`config.mk`:
```
export PLATFORM = sky130hd
export DESIGN_NAME = sustained_growth_detector
export DESIGN_NICKNAME = d
export VERILOG_FILES = /design/src/design/sgd_pkg.sv /design/src/design/sgd_alu.sv /design/src/design/sgd_ctrl.sv /design/src/design/sustained_growth_detector.sv
export SDC_FILE = /design/constraint.sdc
export NUM_CORES = 2
export LEC_CHECK = 0
export ABC_AREA = 1
export BUFFER_PORTS_ARGS = -buffer_cell sky130_fd_sc_hd__buf_2
export CORE_MARGIN = 2
export CORE_UTILIZATION = 40
export CTS_BUF_LIST = sky130_fd_sc_hd__clkbuf_4
export DETAILED_ROUTE_END_ITERATION = 10
export SYNTH_ARGS = -nofsm -noshare
export SYNTH_HDL_FRONTEND = slang
export SYNTH_SLANG_ARGS = --single-unit
```
`constraint.sdc`:
```
create_clock -name clk_i -period 8.83 [get_ports clk_i]
set_input_delay 1.3245 -clock clk_i [delete_from_list [all_inputs] [get_ports clk_i]]
set_output_delay 1.3245 -clock clk_i [all_outputs]
set_load 0.05 [all_outputs]
```
`src/design/sgd_pkg.sv`:
```
// ----------------------------------------------------------------------------
// sgd_pkg: shared types and constants for the sustained growth detector
// Widths, register indexes, reset values, suspect codes and the sequencer
// step encoding used by the control and datapath files.
// ----------------------------------------------------------------------------
package sgd_pkg;

  localparam int BYTE_WIDTH = 48;            // width of every byte count
  localparam int RUN_WIDTH  = 16;            // growth run counter width
  localparam int THR_W      = 12;
  localparam int SUS_W      = 16;
  localparam int CFG_W      = 16;            // widest register
  localparam int CFG_IDX_W  = 1;
  localparam int RUN_OUT_W  = 16;
  localparam int RATIO_W    = 32;
  localparam int CNT32_W    = 32;
  localparam int FRAC_W     = 16;
  localparam int SUSP_W     = 2;
  localparam int PROD_W     = BYTE_WIDTH + THR_W;
  localparam int ALU_W      = PROD_W;        // covers products and the remainder
  localparam int REM_W      = BYTE_WIDTH + 1;
  localparam int DIV_STEPS  = RATIO_W;
  localparam int DIV_CNT_W  = $clog2(DIV_STEPS);

  localparam logic [THR_W-1:0] GROWTH_SCALE = THR_W'(1000);
  localparam logic [THR_W-1:0] THR_RESET    = THR_W'(1050);
  localparam logic [SUS_W-1:0] SUS_RESET    = SUS_W'(10);
  localparam logic [RUN_WIDTH-1:0] RUN_MAX  = {RUN_WIDTH{1'b1}};

  localparam logic [CFG_IDX_W-1:0] CFG_THRESHOLD = 1'b0;
  localparam logic [CFG_IDX_W-1:0] CFG_SUSTAIN   = 1'b1;

  localparam logic [SUSP_W-1:0] SUSP_NONE  = 2'd0;
  localparam logic [SUSP_W-1:0] SUSP_FRAME = 2'd1;
  localparam logic [SUSP_W-1:0] SUSP_GPU   = 2'd2;
  localparam logic [SUSP_W-1:0] SUSP_HEAP  = 2'd3;

  localparam logic ACT_SAMPLE = 1'b0;
  localparam logic ACT_CLEAR  = 1'b1;

  typedef enum logic [3:0] {
    S_IDLE,
    S_MUL,
    S_GROW,
    S_DF,
    S_DG,
    S_DH,
    S_C1,
    S_C2,
    S_C3,
    S_SAT,
    S_DIV,
    S_FIN,
    S_OUT
  } sgd_step_e;

  // status from the datapath to the sequencer
  typedef struct packed {
    logic action;
    logic have_prev;
    logic grow;
    logic sat;
  } sgd_sts_t;

  // control from the sequencer to the datapath
  typedef struct packed {
    sgd_step_e step;
    logic      accept;
    logic      in_stall;
    logic      out_valid;
  } sgd_ctl_t;

endpackage

```
`src/design/sgd_alu.sv`:
```
// ----------------------------------------------------------------------------
// sgd_alu: shared subtract and compare unit
// Forms a - b and flags a >= b, unsigned; the growth, overflow and suspect
// compares, pool deltas and division steps all go through this one unit.
// ----------------------------------------------------------------------------
module sgd_alu
  import sgd_pkg::*;
(
  input  logic [ALU_W-1:0] a_i,
  input  logic [ALU_W-1:0] b_i,
  output logic [ALU_W-1:0] diff_o,
  output logic             ge_o
);

  logic [ALU_W:0] wide;

  assign wide   = {1'b0, a_i} - {1'b0, b_i};
  assign diff_o = wide[ALU_W-1:0];
  assign ge_o   = ~wide[ALU_W];

endmodule

```
`src/design/sgd_ctrl.sv`:
```
// ----------------------------------------------------------------------------
// sgd_ctrl: step sequencer
// Walks one sample through the multiply, compare, delta, saturation and
// division steps that it needs, then holds the result until it is taken.
// ----------------------------------------------------------------------------
module sgd_ctrl
  import sgd_pkg::*;
(
  input  logic     clk_i,
  input  logic     rst_ni,
  input  logic     in_valid_i,
  input  logic     out_stall_i,
  input  sgd_sts_t sts_i,
  output sgd_ctl_t ctl_o
);

  sgd_step_e            state_q, state_d;
  logic [DIV_CNT_W-1:0] cnt_q, cnt_d;

  always_ff @(posedge clk_i or negedge rst_ni) begin
    if (!rst_ni) begin
      state_q <= S_IDLE;
      cnt_q   <= '0;
    end else begin
      state_q <= state_d;
      cnt_q   <= cnt_d;
    end
  end

  always_comb begin
    state_d          = state_q;
    cnt_d            = cnt_q;
    ctl_o.step       = state_q;
    ctl_o.accept     = 1'b0;
    ctl_o.in_stall   = 1'b1;
    ctl_o.out_valid  = 1'b0;
    unique case (state_q)
      S_IDLE: begin
        ctl_o.in_stall = 1'b0;
        ctl_o.accept   = in_valid_i;
        if (in_valid_i) begin
          // clear action and first sample need no arithmetic
          if (sts_i.action == ACT_CLEAR || !sts_i.have_prev) state_d = S_FIN;
          else state_d = S_MUL;
        end
      end
      S_MUL:  state_d = S_GROW;
      S_GROW: state_d = sts_i.grow ? S_DF : S_FIN;
      S_DF:   state_d = S_DG;
      S_DG:   state_d = S_DH;
      S_DH:   state_d = S_C1;
      S_C1:   state_d = S_C2;
      S_C2:   state_d = S_C3;
      S_C3:   state_d = S_SAT;
      S_SAT: begin
        cnt_d   = '0;
        state_d = sts_i.sat ? S_FIN : S_DIV;
      end
      S_DIV: begin
        cnt_d = cnt_q + 1'b1;
        if (cnt_q == DIV_CNT_W'(DIV_STEPS - 1)) state_d = S_FIN;
      end
      S_FIN:  state_d = S_OUT;
      S_OUT: begin
        ctl_o.out_valid = 1'b1;
        if (!out_stall_i) state_d = S_IDLE;
      end
      default: state_d = S_IDLE;
    endcase
  end

endmodule

```
`src/design/sustained_growth_detector.sv`:
```
// ----------------------------------------------------------------------------
// sustained_growth_detector: memory leak detector on periodic usage samples
// A growing sample runs multiply, 7 compare/delta steps, overflow check, 32
// divider steps and commit; a saturated ratio skips the divider; a sample
// with no growth commits after the compare; clear or first sample at once.
// Throughput: one beat at a time; the next beat is taken in the cycle after
// the result is accepted. The shared subtractor and its sequencer set this.
// Reset: asynchronous, active low; all detection state and counters clear.
// ----------------------------------------------------------------------------
module sustained_growth_detector
  import sgd_pkg::*;
(
  input  logic                  clk_i,
  input  logic                  rst_ni,
  // configuration writes
  input  logic                  cfg_we_i,
  input  logic [CFG_IDX_W-1:0]  cfg_idx_i,
  input  logic [CFG_W-1:0]      cfg_wdata_i,
  // sample channel
  input  logic                  in_valid_i,
  output logic                  in_stall_o,
  input  logic                  action_i,
  input  logic [BYTE_WIDTH-1:0] used_bytes_i,
  input  logic [BYTE_WIDTH-1:0] frame_bytes_i,
  input  logic [BYTE_WIDTH-1:0] gpu_bytes_i,
  input  logic [BYTE_WIDTH-1:0] heap_bytes_i,
  // result channel
  output logic                  out_valid_o,
  input  logic                  out_stall_i,
  output logic                  leak_flag_o,
  output logic                  alert_pulse_o,
  output logic [RUN_OUT_W-1:0]  growth_run_o,
  output logic [RATIO_W-1:0]    ratio_q16_o,
  output logic [SUSP_W-1:0]     suspect_code_o,
  output logic [CNT32_W-1:0]    sample_total_o,
  output logic [CNT32_W-1:0]    alert_total_o
);

  sgd_ctl_t ctl;
  sgd_sts_t sts;

  // configuration registers
  logic [THR_W-1:0] thr_q;
  logic [SUS_W-1:0] sus_q;

  // captured beat (payload, no reset)
  logic                  action_q;
  logic [BYTE_WIDTH-1:0] tot_q, fr_q, gp_q, hp_q;

  // previous sample (cleared by reset as the detector starts from zero)
  logic [BYTE_WIDTH-1:0] prev_tot_q, prev_fr_q, prev_gp_q, prev_hp_q;
  logic                  have_prev_q;

  // detection state and counters
  logic [RUN_WIDTH-1:0] run_q;
  logic                 leak_q;
  logic                 pulse_q;
  logic [RATIO_W-1:0]   ratio_q;
  logic [SUSP_W-1:0]    susp_q;
  logic [CNT32_W-1:0]   samples_q;
  logic [CNT32_W-1:0]   alerts_q;

  // working registers of one item
  logic [PROD_W-1:0]     prod_a_q, prod_b_q;
  logic                  gt_q, grow_q, sat_q;
  logic [BYTE_WIDTH-1:0] df_q, dg_q, dh_q;
  logic                  fg_q, fh_q, gh_q;   // frame>gpu, frame>heap, gpu>heap
  logic [REM_W-1:0]      rem_q;
  logic [RATIO_W-1:0]    num_q;              // dividend bits out, quotient bits in

  // shared unit
  logic [ALU_W-1:0] alu_a, alu_b, alu_diff;
  logic             alu_ge;
  logic [REM_W-1:0] rem_shift;

  // update helpers
  logic [RUN_WIDTH-1:0] run_inc;
  logic [CNT32_W-1:0]   run_ext;
  logic [SUSP_W-1:0]    susp_new;

  sgd_ctrl u_ctrl (
    .clk_i       (clk_i),
    .rst_ni      (rst_ni),
    .in_valid_i  (in_valid_i),
    .out_stall_i (out_stall_i),
    .sts_i       (sts),
    .ctl_o       (ctl)
  );

  sgd_alu u_alu (
    .a_i    (alu_a),
    .b_i    (alu_b),
    .diff_o (alu_diff),
    .ge_o   (alu_ge)
  );

  assign in_stall_o  = ctl.in_stall;
  assign out_valid_o = ctl.out_valid;

  // Feed the sequencer: branch on the live compare during the grow and
  // saturation steps.
  always_comb begin
    sts.action    = action_i;
    sts.have_prev = have_prev_q;
    sts.grow      = gt_q & alu_ge;
    sts.sat       = alu_ge;
  end

  // Shift the next dividend bit into the partial remainder. The remainder
  // stays below the previous total, so its top bit drops out safely.
  assign rem_shift = {rem_q[REM_W-2:0], num_q[RATIO_W-1]};

  // Operand steering for the shared subtractor.
  always_comb begin
    alu_a = '0;
    alu_b = '0;
    unique case (ctl.step)
      S_MUL: begin                      // previous >= total means no growth
        alu_a = ALU_W'(prev_tot_q);
        alu_b = ALU_W'(tot_q);
      end
      S_GROW: begin                     // total*1000 >= previous*threshold
        alu_a = ALU_W'(prod_a_q);
        alu_b = ALU_W'(prod_b_q);
      end
      S_DF: begin
        alu_a = ALU_W'(fr_q);
        alu_b = ALU_W'(prev_fr_q);
      end
      S_DG: begin
        alu_a = ALU_W'(gp_q);
        alu_b = ALU_W'(prev_gp_q);
      end
      S_DH: begin
        alu_a = ALU_W'(hp_q);
        alu_b = ALU_W'(prev_hp_q);
      end
      S_C1: begin                       // gpu >= frame
        alu_a = ALU_W'(dg_q);
        alu_b = ALU_W'(df_q);
      end
      S_C2: begin                       // heap >= frame
        alu_a = ALU_W'(dh_q);
        alu_b = ALU_W'(df_q);
      end
      S_C3: begin                       // heap >= gpu
        alu_a = ALU_W'(dh_q);
        alu_b = ALU_W'(dg_q);
      end
      S_SAT: begin                      // quotient overflows 32 bits
        alu_a = ALU_W'(tot_q >> FRAC_W);
        alu_b = ALU_W'(prev_tot_q);
      end
      S_DIV: begin
        alu_a = ALU_W'(rem_shift);
        alu_b = ALU_W'(prev_tot_q);
      end
      default: begin
        alu_a = '0;
        alu_b = '0;
      end
    endcase
  end

  // Configuration writes.
  always_ff @(posedge clk_i or negedge rst_ni) begin
    if (!rst_ni) begin
      thr_q <= THR_RESET;
      sus_q <= SUS_RESET;
    end else if (cfg_we_i) begin
      unique case (cfg_idx_i)
        CFG_THRESHOLD: thr_q <= cfg_wdata_i[THR_W-1:0];
        CFG_SUSTAIN:   sus_q <= cfg_wdata_i[SUS_W-1:0];
        default: ;
      endcase
    end
  end

  // Capture the beat and run the working registers.
  always_ff @(posedge clk_i) begin
    if (ctl.accept) begin
      action_q <= action_i;
      tot_q    <= used_bytes_i;
      fr_q     <= frame_bytes_i;
      gp_q     <= gpu_bytes_i;
      hp_q     <= heap_bytes_i;
    end
    unique case (ctl.step)
      S_MUL: begin
        gt_q     <= ~alu_ge;
        prod_a_q <= PROD_W'(tot_q) * PROD_W'(GROWTH_SCALE);
        prod_b_q <= PROD_W'(prev_tot_q) * PROD_W'(thr_q);
      end
      S_GROW: grow_q <= gt_q & alu_ge;
      S_DF:   df_q   <= alu_diff[BYTE_WIDTH-1:0];
      S_DG:   dg_q   <= alu_diff[BYTE_WIDTH-1:0];
      S_DH:   dh_q   <= alu_diff[BYTE_WIDTH-1:0];
      S_C1:   fg_q   <= ~alu_ge;
      S_C2:   fh_q   <= ~alu_ge;
      S_C3:   gh_q   <= ~alu_ge;
      S_SAT: begin
        // the bits above the fraction are the first partial remainder
        sat_q <= alu_ge;
        rem_q <= REM_W'(tot_q >> FRAC_W);
        num_q <= RATIO_W'({tot_q[FRAC_W-1:0], {FRAC_W{1'b0}}});
      end
      S_DIV: begin
        rem_q <= alu_ge ? alu_diff[REM_W-1:0] : rem_shift;
        num_q <= {num_q[RATIO_W-2:0], alu_ge};
      end
      default: ;
    endcase
  end

  assign run_inc = (run_q == RUN_MAX) ? run_q : run_q + 1'b1;
  assign run_ext = CNT32_W'(run_q);

  always_comb begin
    if (fg_q && fh_q) susp_new = SUSP_FRAME;
    else if (gh_q)    susp_new = SUSP_GPU;
    else              susp_new = SUSP_HEAP;
  end

  // Commit the step to the detection state at the end of the item.
  always_ff @(posedge clk_i or negedge rst_ni) begin
    if (!rst_ni) begin
      prev_tot_q  <= '0;
      prev_fr_q   <= '0;
      prev_gp_q   <= '0;
      prev_hp_q   <= '0;
      have_prev_q <= 1'b0;
      run_q       <= '0;
      leak_q      <= 1'b0;
      pulse_q     <= 1'b0;
      ratio_q     <= '0;
      susp_q      <= SUSP_NONE;
      samples_q   <= '0;
      alerts_q    <= '0;
    end else if (ctl.step == S_FIN) begin
      pulse_q <= 1'b0;
      if (action_q == ACT_CLEAR) begin
        // forget the previous sample, keep the counters
        have_prev_q <= 1'b0;
        run_q       <= '0;
        leak_q      <= 1'b0;
        ratio_q     <= '0;
        susp_q      <= SUSP_NONE;
      end else begin
        samples_q <= samples_q + 1'b1;
        if (have_prev_q) begin
          if (grow_q) begin
            run_q   <= run_inc;
            ratio_q <= sat_q ? {RATIO_W{1'b1}} : num_q;
            susp_q  <= susp_new;
            if ((CNT32_W'(run_inc) >= CNT32_W'(sus_q)) && !leak_q) begin
              leak_q   <= 1'b1;
              alerts_q <= alerts_q + 1'b1;
              pulse_q  <= 1'b1;
            end
          end else begin
            run_q  <= '0;
            leak_q <= 1'b0;
          end
        end
        prev_tot_q  <= tot_q;
        prev_fr_q   <= fr_q;
        prev_gp_q   <= gp_q;
        prev_hp_q   <= hp_q;
        have_prev_q <= 1'b1;
      end
    end
  end

  // Result fields hold steady from the commit until the beat is taken.
  assign leak_flag_o    = leak_q;
  assign alert_pulse_o  = pulse_q;
  assign growth_run_o   = run_ext[RUN_OUT_W-1:0];
  assign ratio_q16_o    = ratio_q;
  assign suspect_code_o = susp_q;
  assign sample_total_o = samples_q;
  assign alert_total_o  = alerts_q;

endmodule

```
==> metrics <==
layout cell share with drive strength beyond 1 0.1056; root buffer cell clkbuf_4; top area cells in the synthesized netlist edfxtp_1 (24%), fa_1 (19%), dfrtp_1 (12%); top layer in use met5; Overflow after GRT 0; Die Area 0.1750 mm^2; HP Class in -> reg; Required @ worst endpoint 9900 ps; initial antenna violation count 17; Final HPWL DP 205.8 mm; antenna viol nets, final 0; fin crit share 0.7815; Final #Nets 9565; CTS Buffer Depth 3; metal3 WL 25.01 mm; via/cell ratio 5.384; Fillers 17.06k; post-synth top area cell edfxtp_1; crit path kind reg -> reg; Die Wd 418.3 um; worst clock skew 95.97 ps; Final Hold Fails 0; routed length on met2 115.8 mm; CTS sink count 884; cell count after synthesis 8014; post-placement cell area 0.07292 mm^2; clock slew at reported path FFs 80 ps; RSZ-0062 raised after global routing false; Synth top area share 0.2353; WL per Instance 24.09 um; vias in the first global route 58.38k; # resized after CTS 0; final slew viol count 0; final std cells w/o fill 10.87k; PortBufs 332; Rel. slew slack 0.1590; Cell Area, Synth 0.06865 mm^2; Main synth FF type edfxtp_1; CTS buffer count 238; row cnt 152; first-pass GRT wire length 385.1 mm; routability cong. 1.098; Die Ht 418.3 um; Tot GR Track Use 0.3004; via count 58.54k; Cell variety after synth 52; M1 WL 107.6 mm; pin count of the biggest net entering global routing 135; clk_lat worst skew 1340 ps; Worst setup EP type register; crit start category register; Final Setup Violations 0; status complete, no violations; Max Cap Violations 0; sequential share of the synthesized area 0.3615; Initial Utilization 0.4015; DRT iter0 DRCs 5856; post-route cell area 0.07628 mm^2; CP arrival 7970 ps; Async SR Flop Fraction 0.3914; Hold Slack 179.8 ps; Yosys reg bits 884; EDFF count, synth 538; Syn Area/Cell 8.567 um^2; Slew @ Worst Pin 1261 ps; yosys warns 0; syn_nets 9166; DRC viols 0; core area 0.1710 mm^2; Final TNS setup 0 ps; Final Critical Period 6901 ps; CTS tree built; WL final 262.0 mm; crit-path max FO 25; Syn-to-layout area delta 11.10%; placed insts 10.41k; H-Tree Level Count 4; Top Ports 333; Pre-antenna DRT Iters 8; fmax 144.9 MHz
final cells by class:
type | instances | area [um^2] | share of cell area
multi-input cells | 5241 | 36750 | 0.4818
clock buffers | 392 | 2943 | 0.03858
well taps | 2233 | 2794 | 0.03663
diodes | 17 | 42.54 | 0.0005577
repair buffers | 438 | 2520 | 0.03304
flip-flops and latches | 884 | 24820 | 0.3254
inverters | 1610 | 6043 | 0.07923
clock inverters | 58 | 360.3 | 0.004724
stage by stage:
step	setup slack [ps]	util
after global routing	1754	0.4460
after floorplan	1987	-
after CTS	2164	0.4459
final	1929	0.4461
after detailed placement	2153	0.4265
after global placement	2047	0.4265
cells in the final DEF (no fill, tap or decap), types with 20 or more instances in the layout:
| cell type | instances |
|---|---|
| nor2_1 | 399 |
| nor3_1 | 68 |
| nand4_1 | 61 |
| buf_2 | 331 |
| ha_1 | 294 |
| inv_1 | 1592 |
| a221oi_1 | 58 |
| o21ai_0 | 504 |
| o21ai_1 | 26 |
| a22o_1 | 20 |
| o22ai_1 | 59 |
| a31oi_1 | 27 |
| edfxtp_1 | 538 |
| a22oi_1 | 39 |
| xor2_1 | 122 |
| fa_1 | 643 |
| clkinv_1 | 39 |
| xnor2_1 | 47 |
| clkbuf_4 | 392 |
| a21oi_1 | 273 |
| o2111ai_1 | 20 |
| a2111oi_0 | 20 |
| nand3_1 | 210 |
| o21bai_1 | 34 |
| dfrtp_1 | 339 |
| nand2_1 | 2164 |
| buf_4 | 101 |
flip-flops by register name (all words and copies together) (netlist names), 4 cells and up:
signal          count
alert_total_o      32
df_q               48
dg_q               48
dh_q               48
fr_q               48
gp_q               48
growth_run_o       16
hp_q               48
num_q              32
prev_fr_q          48
prev_gp_q          48
prev_hp_q          48
prev_tot_q         48
prod_a_q           55
prod_b_q           60
ratio_q16_o        32
rem_q              48
sample_total_o     32
sus_q              16
thr_q              12
tot_q              48
u_ctrl.cnt_q        5
u_ctrl.state_q      4
layer usage:
| layer | global-route usage | vias to the layer above |
|---|---|---|
| li1 | - | 26242 |
| met1 | 0.4039 | 28906 |
| met2 | 0.4620 | 2860 |
| met3 | 0.06766 | 530 |
| met4 | 0.1357 | 6 |
| met5 | 0.008891 | - |
cell families (layout without fill, tap and decap cells):
group | count (synthesis) | count (layout) | share of synthesized area
other | 0 | 17 | 0
AND/OR/NAND/NOR | 2980 | 2980 | 0.1736
AO/OA/AOI/OAI | 1155 | 1155 | 0.09783
buffers and inverters | 1889 | 2498 | 0.1044
XOR/XNOR | 169 | 169 | 0.02156
flip-flops | 884 | 884 | 0.3615
adder cells (fa/ha/maj) | 937 | 937 | 0.2411
critical path, cell delays in order (launching register included):
cell	delay [ps]
dfrtp_1	990
buf_4	520
nand2_1	90
inv_1	100
fa_1	430
fa_1	520
fa_1	540
fa_1	550
inv_1	60
fa_1	530
inv_1	40
ha_1	400
nand2_1	140
nor2_1	130
inv_1	100
nor2_1	190
inv_1	100
nor2_1	510
nand3_1	330
nand3b_1	280
xor2_1	90
what timing repair did:
action                                 in CTS  in global routing
setup buffers                               0                  0
endpoints found under the hold margin      47                  0
hold buffers                                1                  0
synth_stat cells, types with 20 or more instances:
cell type,number
nor2_1,409
clkbuf_1,219
o21ai_0,504
a21oi_1,273
dfrtp_1,340
o21bai_1,34
o21ai_1,26
o2111ai_1,20
nand2_1,2165
a22oi_1,39
a22o_1,20
xor2_1,122
a31oi_1,27
a2111oi_0,20
edfxtp_1,538
o22ai_1,59
ha_1,294
fa_1,643
inv_1,1598
buf_1,24
buf_2,29
xnor2_1,47
a221oi_1,58
nand3_1,210
nand4_1,61
nor3_1,68
final timing paths:
path | slack, ps | from | cells past startpoint | endpoint
min in group asynchronous | 650 | rst_ni | 2 | prev_fr_q[11]$_DFFE_PN0P_
max in group asynchronous | 6900 | rst_ni | 3 | prev_tot_q[39]$_DFFE_PN0P_
max | 1930 | thr_q[9]$_DFFE_PN0P_ | 20 | prod_b_q[43]$_DFFE_PN_
max reg2reg | 1930 | thr_q[9]$_DFFE_PN0P_ | 20 | prod_b_q[43]$_DFFE_PN_
min reg2reg | 480 | gp_q[32]$_DFFE_PP_ | 2 | prev_gp_q[32]$_DFFE_PN0P_
min | 180 | frame_bytes_i[20] | 1 | fr_q[20]$_DFFE_PP_
Power is left out: the tool's default activity adds up to more than one toggle a clock period on the data nets, which glitch-free logic cannot reach.
